<file path="src/hdl/sst_pkg.sv">
// shared types, codes and constants for the stream slot table
package sst_pkg;

  typedef enum logic [1:0] {
    CMD_OPEN      = 2'd0,
    CMD_DATA      = 2'd1,
    CMD_CLOSE     = 2'd2,
    CMD_CLOSE_ALL = 2'd3
  } cmd_t;

  typedef enum logic [2:0] {
    ST_OK        = 3'd0,
    ST_SHORT     = 3'd1,
    ST_IN_USE    = 3'd2,
    ST_FULL      = 3'd3,
    ST_NOT_FOUND = 3'd4
  } status_t;

  typedef enum logic [2:0] {
    S_IDLE,
    S_EVAL,
    S_READ,
    S_CHECK,
    S_REPORT
  } state_t;

  localparam logic [7:0] OPEN_MIN_LEN  = 8'd8;
  localparam logic [7:0] DATA_MIN_LEN  = 8'd2;
  localparam logic [7:0] CLOSE_MIN_LEN = 8'd1;

  // packed attribute word kept beside the id: format, rate, device, type
  localparam int ATTR_W  = 40;
  localparam int ENTRY_W = ATTR_W + 8;

  // controller to datapath
  typedef struct packed {
    logic latch;
    logic early;
    logic scan_start;
    logic step;
    logic on_hit;
    logic on_miss;
    logic load_out;
  } ctrl_cmd_t;

  // datapath to controller
  typedef struct packed {
    logic close_all;
    logic too_short;
    logic hit;
    logic last;
    logic out_free;
  } dp_stat_t;

  function automatic logic [7:0] min_len(cmd_t cmd);
    logic [7:0] n;
    unique case (cmd)
      CMD_OPEN:      n = OPEN_MIN_LEN;
      CMD_DATA:      n = DATA_MIN_LEN;
      CMD_CLOSE:     n = CLOSE_MIN_LEN;
      CMD_CLOSE_ALL: n = 8'd0;
    endcase
    return n;
  endfunction

endpackage

</file>
<file path="src/hdl/stream_slot_table.sv">
// top level of the stream slot table
// Each command is one transfer in and gives one result transfer out. Close-all and
// commands with a short payload go from the evaluate state straight to the report
// state. Open, data and close scan the slots in index order, each slot in a ram read
// state and then a compare state, stopping at the first active match. Every result is
// loaded from the report state once the previous result has left the output register,
// so a previous result that stays stalled there holds the command back. The scan
// through the single-read entry ram sets how long a command takes. A new command is
// taken once the previous result is in the output register, even if that result
// is still stalled. Valid marks reset to cleared; no clearing pass is needed.
module stream_slot_table #(
  parameter int SLOTS = 8
) (
  input  logic        clk,
  input  logic        rst_n,
  input  logic        in_valid,
  output logic        in_stall,
  input  logic [1:0]  in_cmd,
  input  logic [7:0]  in_payload_len,
  input  logic [7:0]  in_stream_id,
  input  logic [7:0]  in_stream_type,
  input  logic [7:0]  in_device_id,
  input  logic [15:0] in_sample_rate,
  input  logic [7:0]  in_sample_format,
  output logic        out_valid,
  input  logic        out_stall,
  output logic [2:0]  out_status,
  output logic [2:0]  out_slot,
  output logic [3:0]  out_active_count
);

  sst_pkg::ctrl_cmd_t ctl;
  sst_pkg::dp_stat_t  stat;

  sst_ctrl u_ctrl (
    .clk      (clk),
    .rst_n    (rst_n),
    .in_valid (in_valid),
    .in_stall (in_stall),
    .stat     (stat),
    .ctl      (ctl)
  );

  sst_datapath #(
    .SLOTS (SLOTS)
  ) u_datapath (
    .clk              (clk),
    .rst_n            (rst_n),
    .ctl              (ctl),
    .stat             (stat),
    .in_cmd           (in_cmd),
    .in_payload_len   (in_payload_len),
    .in_stream_id     (in_stream_id),
    .in_stream_type   (in_stream_type),
    .in_device_id     (in_device_id),
    .in_sample_rate   (in_sample_rate),
    .in_sample_format (in_sample_format),
    .out_stall        (out_stall),
    .out_valid        (out_valid),
    .out_status       (out_status),
    .out_slot         (out_slot),
    .out_active_count (out_active_count)
  );

endmodule

</file>
<file path="src/hdl/sst_ram.sv">
// generic single write, single read ram with registered read data
module sst_ram #(
  parameter int WIDTH = 8,
  parameter int DEPTH = 8,
  localparam int AW = (DEPTH > 1) ? $clog2(DEPTH) : 1
) (
  input  logic             clk,
  input  logic             wr_en,
  input  logic [AW-1:0]    wr_addr,
  input  logic [WIDTH-1:0] wr_data,
  input  logic [AW-1:0]    rd_addr,
  output logic [WIDTH-1:0] rd_data
);

  logic [WIDTH-1:0] mem [DEPTH];
  logic [WIDTH-1:0] rd_data_r;

  always_ff @(posedge clk) begin
    if (wr_en) begin
      mem[wr_addr] <= wr_data;
    end
    rd_data_r <= mem[rd_addr];
  end

  assign rd_data = rd_data_r;

endmodule

</file>
<file path="src/hdl/sst_datapath.sv">
// slot table datapath: command latch, valid marks, entry ram, scan index and result register
module sst_datapath #(
  parameter int SLOTS = 8,
  localparam int IW = (SLOTS > 1) ? $clog2(SLOTS) : 1,
  localparam int CW = $clog2(SLOTS + 1)
) (
  input  logic                clk,
  input  logic                rst_n,
  input  sst_pkg::ctrl_cmd_t  ctl,
  output sst_pkg::dp_stat_t   stat,
  input  logic [1:0]          in_cmd,
  input  logic [7:0]          in_payload_len,
  input  logic [7:0]          in_stream_id,
  input  logic [7:0]          in_stream_type,
  input  logic [7:0]          in_device_id,
  input  logic [15:0]         in_sample_rate,
  input  logic [7:0]          in_sample_format,
  input  logic                out_stall,
  output logic                out_valid,
  output logic [2:0]          out_status,
  output logic [2:0]          out_slot,
  output logic [3:0]          out_active_count
);

  sst_pkg::cmd_t    cmd_r, cmd_nxt;
  logic [7:0]       len_r, len_nxt;
  logic [7:0]       id_r, id_nxt;
  logic [sst_pkg::ATTR_W-1:0] attr_r, attr_nxt;

  logic [SLOTS-1:0] valid_r, valid_nxt;
  logic [CW-1:0]    count_r, count_nxt;
  logic [IW-1:0]    idx_r, idx_nxt;
  logic             free_found_r, free_found_nxt;
  logic [IW-1:0]    free_idx_r, free_idx_nxt;

  sst_pkg::status_t res_status_r, res_status_nxt;
  logic [IW-1:0]    res_slot_r, res_slot_nxt;

  logic             out_valid_r, out_valid_nxt;
  logic [2:0]       out_status_r, out_status_nxt;
  logic [2:0]       out_slot_r, out_slot_nxt;
  logic [3:0]       out_count_r, out_count_nxt;

  logic                        ram_we;
  logic [sst_pkg::ENTRY_W-1:0] rd_word;
  logic                        hit;
  logic                        free_avail;
  logic [IW-1:0]               free_sel;
  logic [IW+2:0]               slot_ext;
  logic [CW+3:0]               count_ext;

  sst_ram #(
    .WIDTH (sst_pkg::ENTRY_W),
    .DEPTH (SLOTS)
  ) u_entries (
    .clk     (clk),
    .wr_en   (ram_we),
    .wr_addr (free_sel),
    .wr_data ({attr_r, id_r}),
    .rd_addr (idx_r),
    .rd_data (rd_word)
  );

  assign hit        = valid_r[idx_r] && (rd_word[7:0] == id_r);
  assign free_avail = free_found_r || !valid_r[idx_r];
  assign free_sel   = free_found_r ? free_idx_r : idx_r;
  assign slot_ext   = (IW + 3)'(res_slot_r);
  assign count_ext  = (CW + 4)'(count_r);

  assign stat.close_all = (cmd_r == sst_pkg::CMD_CLOSE_ALL);
  assign stat.too_short = (len_r < sst_pkg::min_len(cmd_r));
  assign stat.hit       = hit;
  assign stat.last      = (idx_r == IW'(SLOTS - 1));
  assign stat.out_free  = !out_valid_r || !out_stall;

  always_comb begin
    cmd_nxt        = cmd_r;
    len_nxt        = len_r;
    id_nxt         = id_r;
    attr_nxt       = attr_r;
    valid_nxt      = valid_r;
    count_nxt      = count_r;
    idx_nxt        = idx_r;
    free_found_nxt = free_found_r;
    free_idx_nxt   = free_idx_r;
    res_status_nxt = res_status_r;
    res_slot_nxt   = res_slot_r;
    out_valid_nxt  = out_valid_r;
    out_status_nxt = out_status_r;
    out_slot_nxt   = out_slot_r;
    out_count_nxt  = out_count_r;
    ram_we         = 1'b0;

    if (ctl.latch) begin
      cmd_nxt  = sst_pkg::cmd_t'(in_cmd);
      len_nxt  = in_payload_len;
      id_nxt   = in_stream_id;
      attr_nxt = {in_sample_format, in_sample_rate, in_device_id, in_stream_type};
    end

    if (ctl.early) begin
      res_slot_nxt = '0;
      if (cmd_r == sst_pkg::CMD_CLOSE_ALL) begin
        valid_nxt      = '0;
        count_nxt      = '0;
        res_status_nxt = sst_pkg::ST_OK;
      end else begin
        res_status_nxt = sst_pkg::ST_SHORT;
      end
    end

    if (ctl.scan_start) begin
      idx_nxt        = '0;
      free_found_nxt = 1'b0;
    end

    if (ctl.step) begin
      // remember the lowest free slot seen so far
      if (!valid_r[idx_r] && !free_found_r) begin
        free_found_nxt = 1'b1;
        free_idx_nxt   = idx_r;
      end
      idx_nxt = IW'(idx_r + 1'b1);
    end

    if (ctl.on_hit) begin
      if (cmd_r == sst_pkg::CMD_OPEN) begin
        res_status_nxt = sst_pkg::ST_IN_USE;
        res_slot_nxt   = '0;
      end else begin
        if (cmd_r == sst_pkg::CMD_CLOSE) begin
          valid_nxt[idx_r] = 1'b0;
          count_nxt        = CW'(count_r - 1'b1);
        end
        res_status_nxt = sst_pkg::ST_OK;
        res_slot_nxt   = idx_r;
      end
    end

    if (ctl.on_miss) begin
      res_slot_nxt = '0;
      if (cmd_r == sst_pkg::CMD_OPEN) begin
        if (free_avail) begin
          ram_we              = 1'b1;
          valid_nxt[free_sel] = 1'b1;
          count_nxt           = CW'(count_r + 1'b1);
          res_status_nxt      = sst_pkg::ST_OK;
          res_slot_nxt        = free_sel;
        end else begin
          res_status_nxt = sst_pkg::ST_FULL;
        end
      end else begin
        res_status_nxt = sst_pkg::ST_NOT_FOUND;
      end
    end

    if (ctl.load_out) begin
      out_valid_nxt  = 1'b1;
      out_status_nxt = res_status_r;
      out_slot_nxt   = slot_ext[2:0];
      out_count_nxt  = (count_ext > (CW + 4)'(15)) ? 4'hF : count_ext[3:0];
    end else if (out_valid_r && !out_stall) begin
      out_valid_nxt = 1'b0;
    end
  end

  always_ff @(posedge clk) begin
    if (!rst_n) begin
      valid_r      <= '0;
      count_r      <= '0;
      idx_r        <= '0;
      free_found_r <= 1'b0;
      out_valid_r  <= 1'b0;
    end else begin
      valid_r      <= valid_nxt;
      count_r      <= count_nxt;
      idx_r        <= idx_nxt;
      free_found_r <= free_found_nxt;
      out_valid_r  <= out_valid_nxt;
    end
  end

  always_ff @(posedge clk) begin
    cmd_r        <= cmd_nxt;
    len_r        <= len_nxt;
    id_r         <= id_nxt;
    attr_r       <= attr_nxt;
    free_idx_r   <= free_idx_nxt;
    res_status_r <= res_status_nxt;
    res_slot_r   <= res_slot_nxt;
    out_status_r <= out_status_nxt;
    out_slot_r   <= out_slot_nxt;
    out_count_r  <= out_count_nxt;
  end

  assign out_valid        = out_valid_r;
  assign out_status       = out_status_r;
  assign out_slot         = out_slot_r;
  assign out_active_count = out_count_r;

endmodule

</file>
<file path="src/hdl/sst_ctrl.sv">
// slot table controller: sequences command capture, slot scan and result transfer
module sst_ctrl (
  input  logic               clk,
  input  logic               rst_n,
  input  logic               in_valid,
  output logic               in_stall,
  input  sst_pkg::dp_stat_t  stat,
  output sst_pkg::ctrl_cmd_t ctl
);

  sst_pkg::state_t state_r, state_nxt;

  always_ff @(posedge clk) begin
    if (!rst_n) begin
      state_r <= sst_pkg::S_IDLE;
    end else begin
      state_r <= state_nxt;
    end
  end

  always_comb begin
    state_nxt = state_r;
    ctl       = '0;
    in_stall  = 1'b1;
    unique case (state_r)
      sst_pkg::S_IDLE: begin
        in_stall = 1'b0;
        if (in_valid) begin
          ctl.latch = 1'b1;
          state_nxt = sst_pkg::S_EVAL;
        end
      end
      sst_pkg::S_EVAL: begin
        if (stat.close_all || stat.too_short) begin
          ctl.early = 1'b1;
          state_nxt = sst_pkg::S_REPORT;
        end else begin
          ctl.scan_start = 1'b1;
          state_nxt      = sst_pkg::S_READ;
        end
      end
      // the ram registers the read data for the current index here, for the compare in S_CHECK
      sst_pkg::S_READ: begin
        state_nxt = sst_pkg::S_CHECK;
      end
      sst_pkg::S_CHECK: begin
        priority if (stat.hit) begin
          ctl.on_hit = 1'b1;
          state_nxt  = sst_pkg::S_REPORT;
        end else if (stat.last) begin
          ctl.on_miss = 1'b1;
          state_nxt   = sst_pkg::S_REPORT;
        end else begin
          ctl.step  = 1'b1;
          state_nxt = sst_pkg::S_READ;
        end
      end
      sst_pkg::S_REPORT: begin
        if (stat.out_free) begin
          ctl.load_out = 1'b1;
          state_nxt    = sst_pkg::S_IDLE;
        end
      end
      default: begin
        state_nxt = sst_pkg::S_IDLE;
      end
    endcase
  end

endmodule

</file>
<file path="config.mk">
export PLATFORM = sky130hd
export DESIGN_NAME = stream_slot_table
export DESIGN_NICKNAME = d
export VERILOG_FILES = /design/src/hdl/sst_pkg.sv /design/src/hdl/stream_slot_table.sv /design/src/hdl/sst_ram.sv /design/src/hdl/sst_datapath.sv /design/src/hdl/sst_ctrl.sv
export SDC_FILE = /design/constraint.sdc
export NUM_CORES = 1
export LEC_CHECK = 0
export BUFFER_PORTS_ARGS = -buffer_cell sky130_fd_sc_hd__buf_2
export CAP_MARGIN = 30
export CORE_MARGIN = 3
export CORE_UTILIZATION = 40
export DETAILED_ROUTE_END_ITERATION = 10
export PLACE_DENSITY_LB_ADDON = 0.12
export SYNTH_ARGS = -nofsm -noshare
export SYNTH_HDL_FRONTEND = slang
export SYNTH_SLANG_ARGS = --single-unit
</file>
<file path="constraint.sdc">
create_clock -name clk -period 3.71 [get_ports clk]
set_input_delay 0.371 -clock clk [delete_from_list [all_inputs] [get_ports clk]]
set_output_delay 0.371 -clock clk [all_outputs]
set_load 0.02 [all_outputs]
</file>
== Word level (Yosys, flattened, before mapping) ==
Memory sizes are Yosys's and may differ from the RTL's. A register that Yosys moved wholly into a read port is not among the register bits.
Cells that the tools add are included.
Word-level totals
  register bits after elaboration: 97
  bits in writable memories: 384
  input bits: 62
  word-level logic and storage cells: 128
  memories: 1
Operators by class
  add/sub/neg operators: 3
  magnitude comparators: 6
  equality and inequality tests: 11
  multiplexer cells: 69
  bitwise logic cells: 3
  reduce and logical (&&, ||, !) cells: 19
Memory list
  u_datapath.u_entries.mem: words 8, bits a word 48, rd ports 1, clocked after memory_dff 1, write ports 1, line sst_ram.sv:15  | logic [WIDTH-1:0] mem [DEPTH];
Operators with widths (number)
  2-to-1 mux 8 bit: 8
  2-to-1 mux 3 bit: 19
  2-to-1 mux 4 bit: 8
  one-hot mux 8 bit (4 select lines): 1
  2-to-1 mux 1 bit: 26
  one-hot mux 3 bit (5 select lines): 1
  AND 8 bit: 1
  == test 8 bit: 1
  less-than comparator 3 x 4 -> 1 bit (second input constant): 2
  less-than comparator 8 bit: 1
  NOT 8 bit: 1
  OR 8 bit: 1
  demux 1 bit (select 3 bit): 2
  == test 3 x 2 -> 1 bit (second input constant): 2
  == test 3 bit (second input constant): 2
  greater-or-equal comparator 3 x 1 -> 1 bit (second input constant): 2
  2-to-1 mux 2 bit: 3
  logical AND 1 bit: 5
  adder 4 x 1 -> 4 bit (second input constant): 1
  == test 2 bit (second input constant): 2
  greater-than comparator 4 bit (second input constant): 1
  logical NOT 1 bit: 4
  inequality test 2 bit (second input constant): 2
  AND reduction 2 bit: 2
  10 further kinds: 13

== Depth between registers and ports, before layout ==
  word-level depth: 15
  gate-level depth with buffers: 9
  gate-level depth less buffers: 7

== Hierarchy ==
A second synthesis with hierarchy kept.
Second synthesis, totals
  cells, all modules: 880
  area, all modules: 19444.9 sq um
Modules (own cells, without submodules)
  sst_ram: times used 1, cells an instance 616, area an instance 15620.0 sq um, sequential area each 12492.0 sq um
  sst_datapath: times used 1, cells an instance 234, area an instance 3597.2 sq um, sequential area each 2652.5 sq um
  sst_ctrl: times used 1, cells an instance 30, area an instance 227.7 sq um, sequential area each 60.1 sq um

== Worst setup path before layout ==
OpenSTA, ideal clock, no wires.
  path kind: reg-to-reg
  start: register u_datapath.idx_r[0]
  end: memory u_datapath.u_entries.mem[4][0] in the netlist's numbering (enable)
  data arrival time: 2.266 ns
  slack: 1.061 ns
  cell stages (with the launch flop): 8
  path buffers: 2
  period minus slack after synthesis: 2.649 ns
  cells stage by stage: dfxtp_1 > mux4_2 > nand2_1 > nand2_1 > a21o_1 > clkbuf_1 > clkbuf_1 > nor3_1
On the way
  longest elaborated chain between the ends: 9
  elaborated cells between the ends (all ways): 15
RTL lines
  start: declaration: line sst_datapath.sv:32  | logic [IW-1:0] idx_r, idx_nxt;
  start signal: assignment: line sst_datapath.sv:177  | idx_r <= idx_nxt;
  binary-select mux 1 bit (select 3 bit): line sst_datapath.sv:64, sst_datapath.sv:65
  2-to-1 mux 1 bit (not written as such): line sst_datapath.sv:64, sst_datapath.sv:65
  logical NOT 1 bit: line sst_datapath.sv:65  | assign free_avail = free_found_r || !valid_r[idx_r];
  logical OR 1 bit: line sst_datapath.sv:65
  2-to-1 mux 1 bit: line sst_datapath.sv:143  | if (free_avail) begin
  2-to-1 mux 1 bit: line sst_datapath.sv:142  | if (cmd_r == sst_pkg::CMD_OPEN) begin
  2-to-1 mux 1 bit: line sst_datapath.sv:140  | if (ctl.on_miss) begin
  2-to-1 mux 1 bit: line sst_ram.sv:19  | if (wr_en) begin
  2-to-1 mux 1 bit (not written as such): line sst_ram.sv:20  | mem[wr_addr] <= wr_data;
  end: declaration: line sst_ram.sv:15
Parallel ways exist; a longest one is shown, timed or not. The select of a mux whose other input is x is not followed.

== Final worst setup path ==
  start: register u_datapath.id_r[0]
  end: register u_datapath.valid_r[1]
On the way
  longest elaborated chain between the ends: 9
  elaborated cells between the ends (all ways): 10
RTL lines
  start: declaration: line sst_datapath.sv:27  | logic [7:0] id_r, id_nxt;
  start signal: assignment: line sst_datapath.sv:186  | id_r <= id_nxt;
  == test 8 bit (*): line sst_datapath.sv:64  | assign hit = valid_r[idx_r] && (rd_word[7:0] == id_r);
  logical AND 1 bit (*): line sst_datapath.sv:64
  2-to-1 mux 1 bit: line sst_ctrl.sv:47  | priority if (stat.hit) begin
  2-to-1 mux 3 bit (*): line sst_ctrl.sv:25  | unique case (state_r)
  2-to-1 mux 8 bit: line sst_datapath.sv:126  | if (ctl.on_hit) begin
  OR 8 bit (no source line)
  2-to-1 mux 8 bit: line sst_datapath.sv:143
  2-to-1 mux 8 bit: line sst_datapath.sv:142
  2-to-1 mux 8 bit (*): line sst_datapath.sv:140
  end signal: assignment: line sst_datapath.sv:175  | valid_r <= valid_nxt;
  end: declaration: line sst_datapath.sv:30  | logic [SLOTS-1:0] valid_r, valid_nxt;
Mark *: on every way between the ends. The rest lies on a longest branch, timed or not.
A chain may end at the register's enable or synchronous reset.

==> flow_summary.ini <==
[drt]
drt_iter0_drc = 219
antenna_left = 0
wl_per_cell_um = 17.6
vias_per_cell = 5.22
drc_errors = 0
vias = 2972
wirelength_um = 10000
dr.pass1.iters = 4

[power_and_ir_drop]
vdd_ir_drop_max_mv = 0.362
power-per-cell-area_mw_per_mm2 = 561
power_leakage_nw = 2.11

[global_routing]
first_global_vias = 2920
grt_max_degree = 25
gr-total-overflow = 0
antenna_found_initial = 0
grt_pass1_wl_um = 15900
grt_util_all_layers_pct = 15.2

[min_path]
hp-start = in_stream_id[3]
hold_path_class = primary input to flop
whs_path_depth = 1
worstHoldEndpoint = u_datapath.id_r[3]$_DFFE_PP_

[setup_path]
worstSetupEndpointType = flop
reg2reg_to = u_datapath.valid_r[1]$_SDFF_PN0_
critical_path_class = flop to flop
worstPathRequired_ns = 3.99
reg2regPathDepth = 6
rrSetupSlack_ns = 0.96
path_max_fanout = 9
r2r-start = u_datapath.id_r[0]$_DFFE_PP_
worst_setup_path_start_kind = flop
crit_arrival_ns = 3.04

[die]
die_w_um = 119
core-area_mm2 = 0.0123
row_count = 40
die_h_um = 119
ios = 74
die-area_mm2 = 0.0142
initial_core_util_pct = 41.7

[yosys]
syn_inst = 338
ys_seq_area_share_pct = 70.2
avgSynthCellArea_um2 = 15.1
synth-async-reset-ratio_pct = 0
syn-num-nets = 406
syn-cell-area_mm2 = 0.00512
yosys_warnings = 0
synthFlopType = edfxtp_1
ys_types = 44
synth-edff-count = 101
synth_seq_cells = 129

[cts]
post_cts_buffers = 0
clk_pin_slew_ns = 0.06
hold_buffers = 0
cts_buffer_depth = 2
cts_tree = yes
cts-root-buf = clkbuf_16
cts.sinks = 129
htree_levels = 4
clock_latency_ns = 0.42
cts_buffers = 17
postCtsResizedCells = 0

[timing]
tns_ns = 0
rsz0062_at_grt = no
finalHoldViolCount = 0
finalMaxSlewViolations = 0
setup_slack_ns = 0.955
maxSlewHeadroom_pct = 46.1
setup_violations = 0
fin_crit_sh_pct = 74.3
worst_pin_slew_ns = 0.801
finClkSkew_ns = 0.00889
fmax_mhz = 363
fin_crit_ns = 2.75

[placement]
place_area_mm2 = 0.00553
port_buffers = 33
post-dp-hpwl_um = 6380
globalplace.congestion = 0.806
pre_cts_slack_ns = 0.932

[cells_and_area]
drive_gt1_share_pct = 24.4
fin_nets = 457
mostFrequentLayoutCells = edfxtp_1, nand2_1, buf_2
antenna_cells = 0
layout_commonest_cell = edfxtp_1
fin_area_mm2 = 0.00615
syn2layout_area_growth_pct = 20.1

[outcome]
status = finished, final reports clean

[run]
maxCapViolCount = 0
## registers in the layout (all words and copies together), names as in the netlist, 4 cells and up
register,flops
u_datapath.out_active_count,4
u_datapath.u_entries.rd_data,8
u_datapath.u_entries.mem,64
u_datapath.count_r,4
u_datapath.len_r,8
u_datapath.valid_r,8
u_datapath.id_r,8
## cell families (layout without fill, tap and decap cells)
kind of cell	after synthesis	in the layout	synth area share, %
AOI/OAI and AO/OA	50	50	6.84
xor gates and xnor gates	10	10	1.71
adders and majority gates	6	6	1.47
buffers and inverters	23	86	1.76
DFF	129	129	70.2
muxes	22	22	8.75
and+or+nand+nor	98	98	9.26
## cells in the mapped netlist, types with 2 or more instances
cell type,n,area (µm²)
nand2_1,37,139
a311oi_1,2,17.5
nor2_1,15,56.3
nand4_1,3,18.8
edfxtp_1,101,3030
a32o_1,2,20.0
nand3_1,8,40.0
o22ai_1,2,12.5
nor3b_1,2,15.0
mux2_2,2,22.5
dfxtp_1,28,561
clkbuf_1,10,37.5
nand3b_1,4,30.0
inv_1,7,26.3
nor3_1,12,60.1
a211o_1,2,17.5
a31oi_1,4,25.0
o211ai_1,3,22.5
buf_2,3,15.0
o21ai_0,7,35.0
a21o_1,3,22.5
buf_1,2,7.51
ha_1,6,75.1
or3_1,2,12.5
mux2i_1,2,20.0
a21oi_1,8,40.0
nand2b_1,3,18.8
xnor2_1,9,78.8
nor4_1,3,18.8
and3_1,2,12.5
o31ai_1,9,67.6
mux4_2,18,405
o311ai_0,4,35.0
or4_1,3,22.5
## area by class of cell
cell class | instances | area (µm²)
Sequential cell | 129 | 3590
Timing Repair Buffer | 47 | 270
Clock inverter | 12 | 165
Multi-Input combinational cell | 186 | 1440
Inverter | 8 | 30.0
Clock buffer | 19 | 443
Fill cell | 1046 | 6110
Tap cell | 168 | 210
## worst max-delay path by stage
stage,startpoint,slack [ns],end
floorplan,u_datapath.idx_r[0]$_SDFFE_PN0P_,1.06,u_datapath.u_entries.mem[4][0]$_DFFE_PP_
CTS,u_datapath.id_r[0]$_DFFE_PP_,0.93,u_datapath.valid_r[1]$_SDFF_PN0_
detailed placement,u_datapath.id_r[0]$_DFFE_PP_,0.93,u_datapath.valid_r[1]$_SDFF_PN0_
finish,u_datapath.id_r[0]$_DFFE_PP_,0.96,u_datapath.valid_r[1]$_SDFF_PN0_
global route,u_datapath.id_r[0]$_DFFE_PP_,0.72,u_datapath.valid_r[1]$_SDFF_PN0_
global placement,u_datapath.id_r[0]$_DFFE_PP_,1.00,u_datapath.valid_r[1]$_SDFF_PN0_
## routing by layer
metal  part of all wire [%]  vias to the layer above  GRT usage [%]
met2                     47                       76           23.1
li1                       -                     1430              -
met1                     47                     1451           20.3
met5                      0                        -              0
met3                    4.6                       15           4.65
met4                    1.5                        0           6.30
## critical path: stages, from the launching register on
cell and delay, ns:
edfxtp_1 0.52, xnor2_1 0.28, nand4_1 0.29, nor4_1 0.78
nand2_1 0.29, o311ai_0 0.34, o31ai_1 0.12
## through the flow
step | utilization [%] | power (mW) | hold WS [ns] | cells
floorplan | - | 1.74 | 0.400 | 338
global placement | 45.1 | 1.78 | 0.406 | 537
detailed placement | 45.1 | 1.78 | 0.405 | 537
CTS | 50.1 | 3.48 | 0.108 | 568
global route | 50.1 | 3.56 | 0.113 | 569
finish | 50.1 | 3.45 | 0.128 | 569
## report_power, final
group	switching (mW)	internal (mW)
Sequential	0.0378	1.60
Clock	0.566	1.13
Combinational	0.0669	0.0496
(Power assumes the default switching activity.)
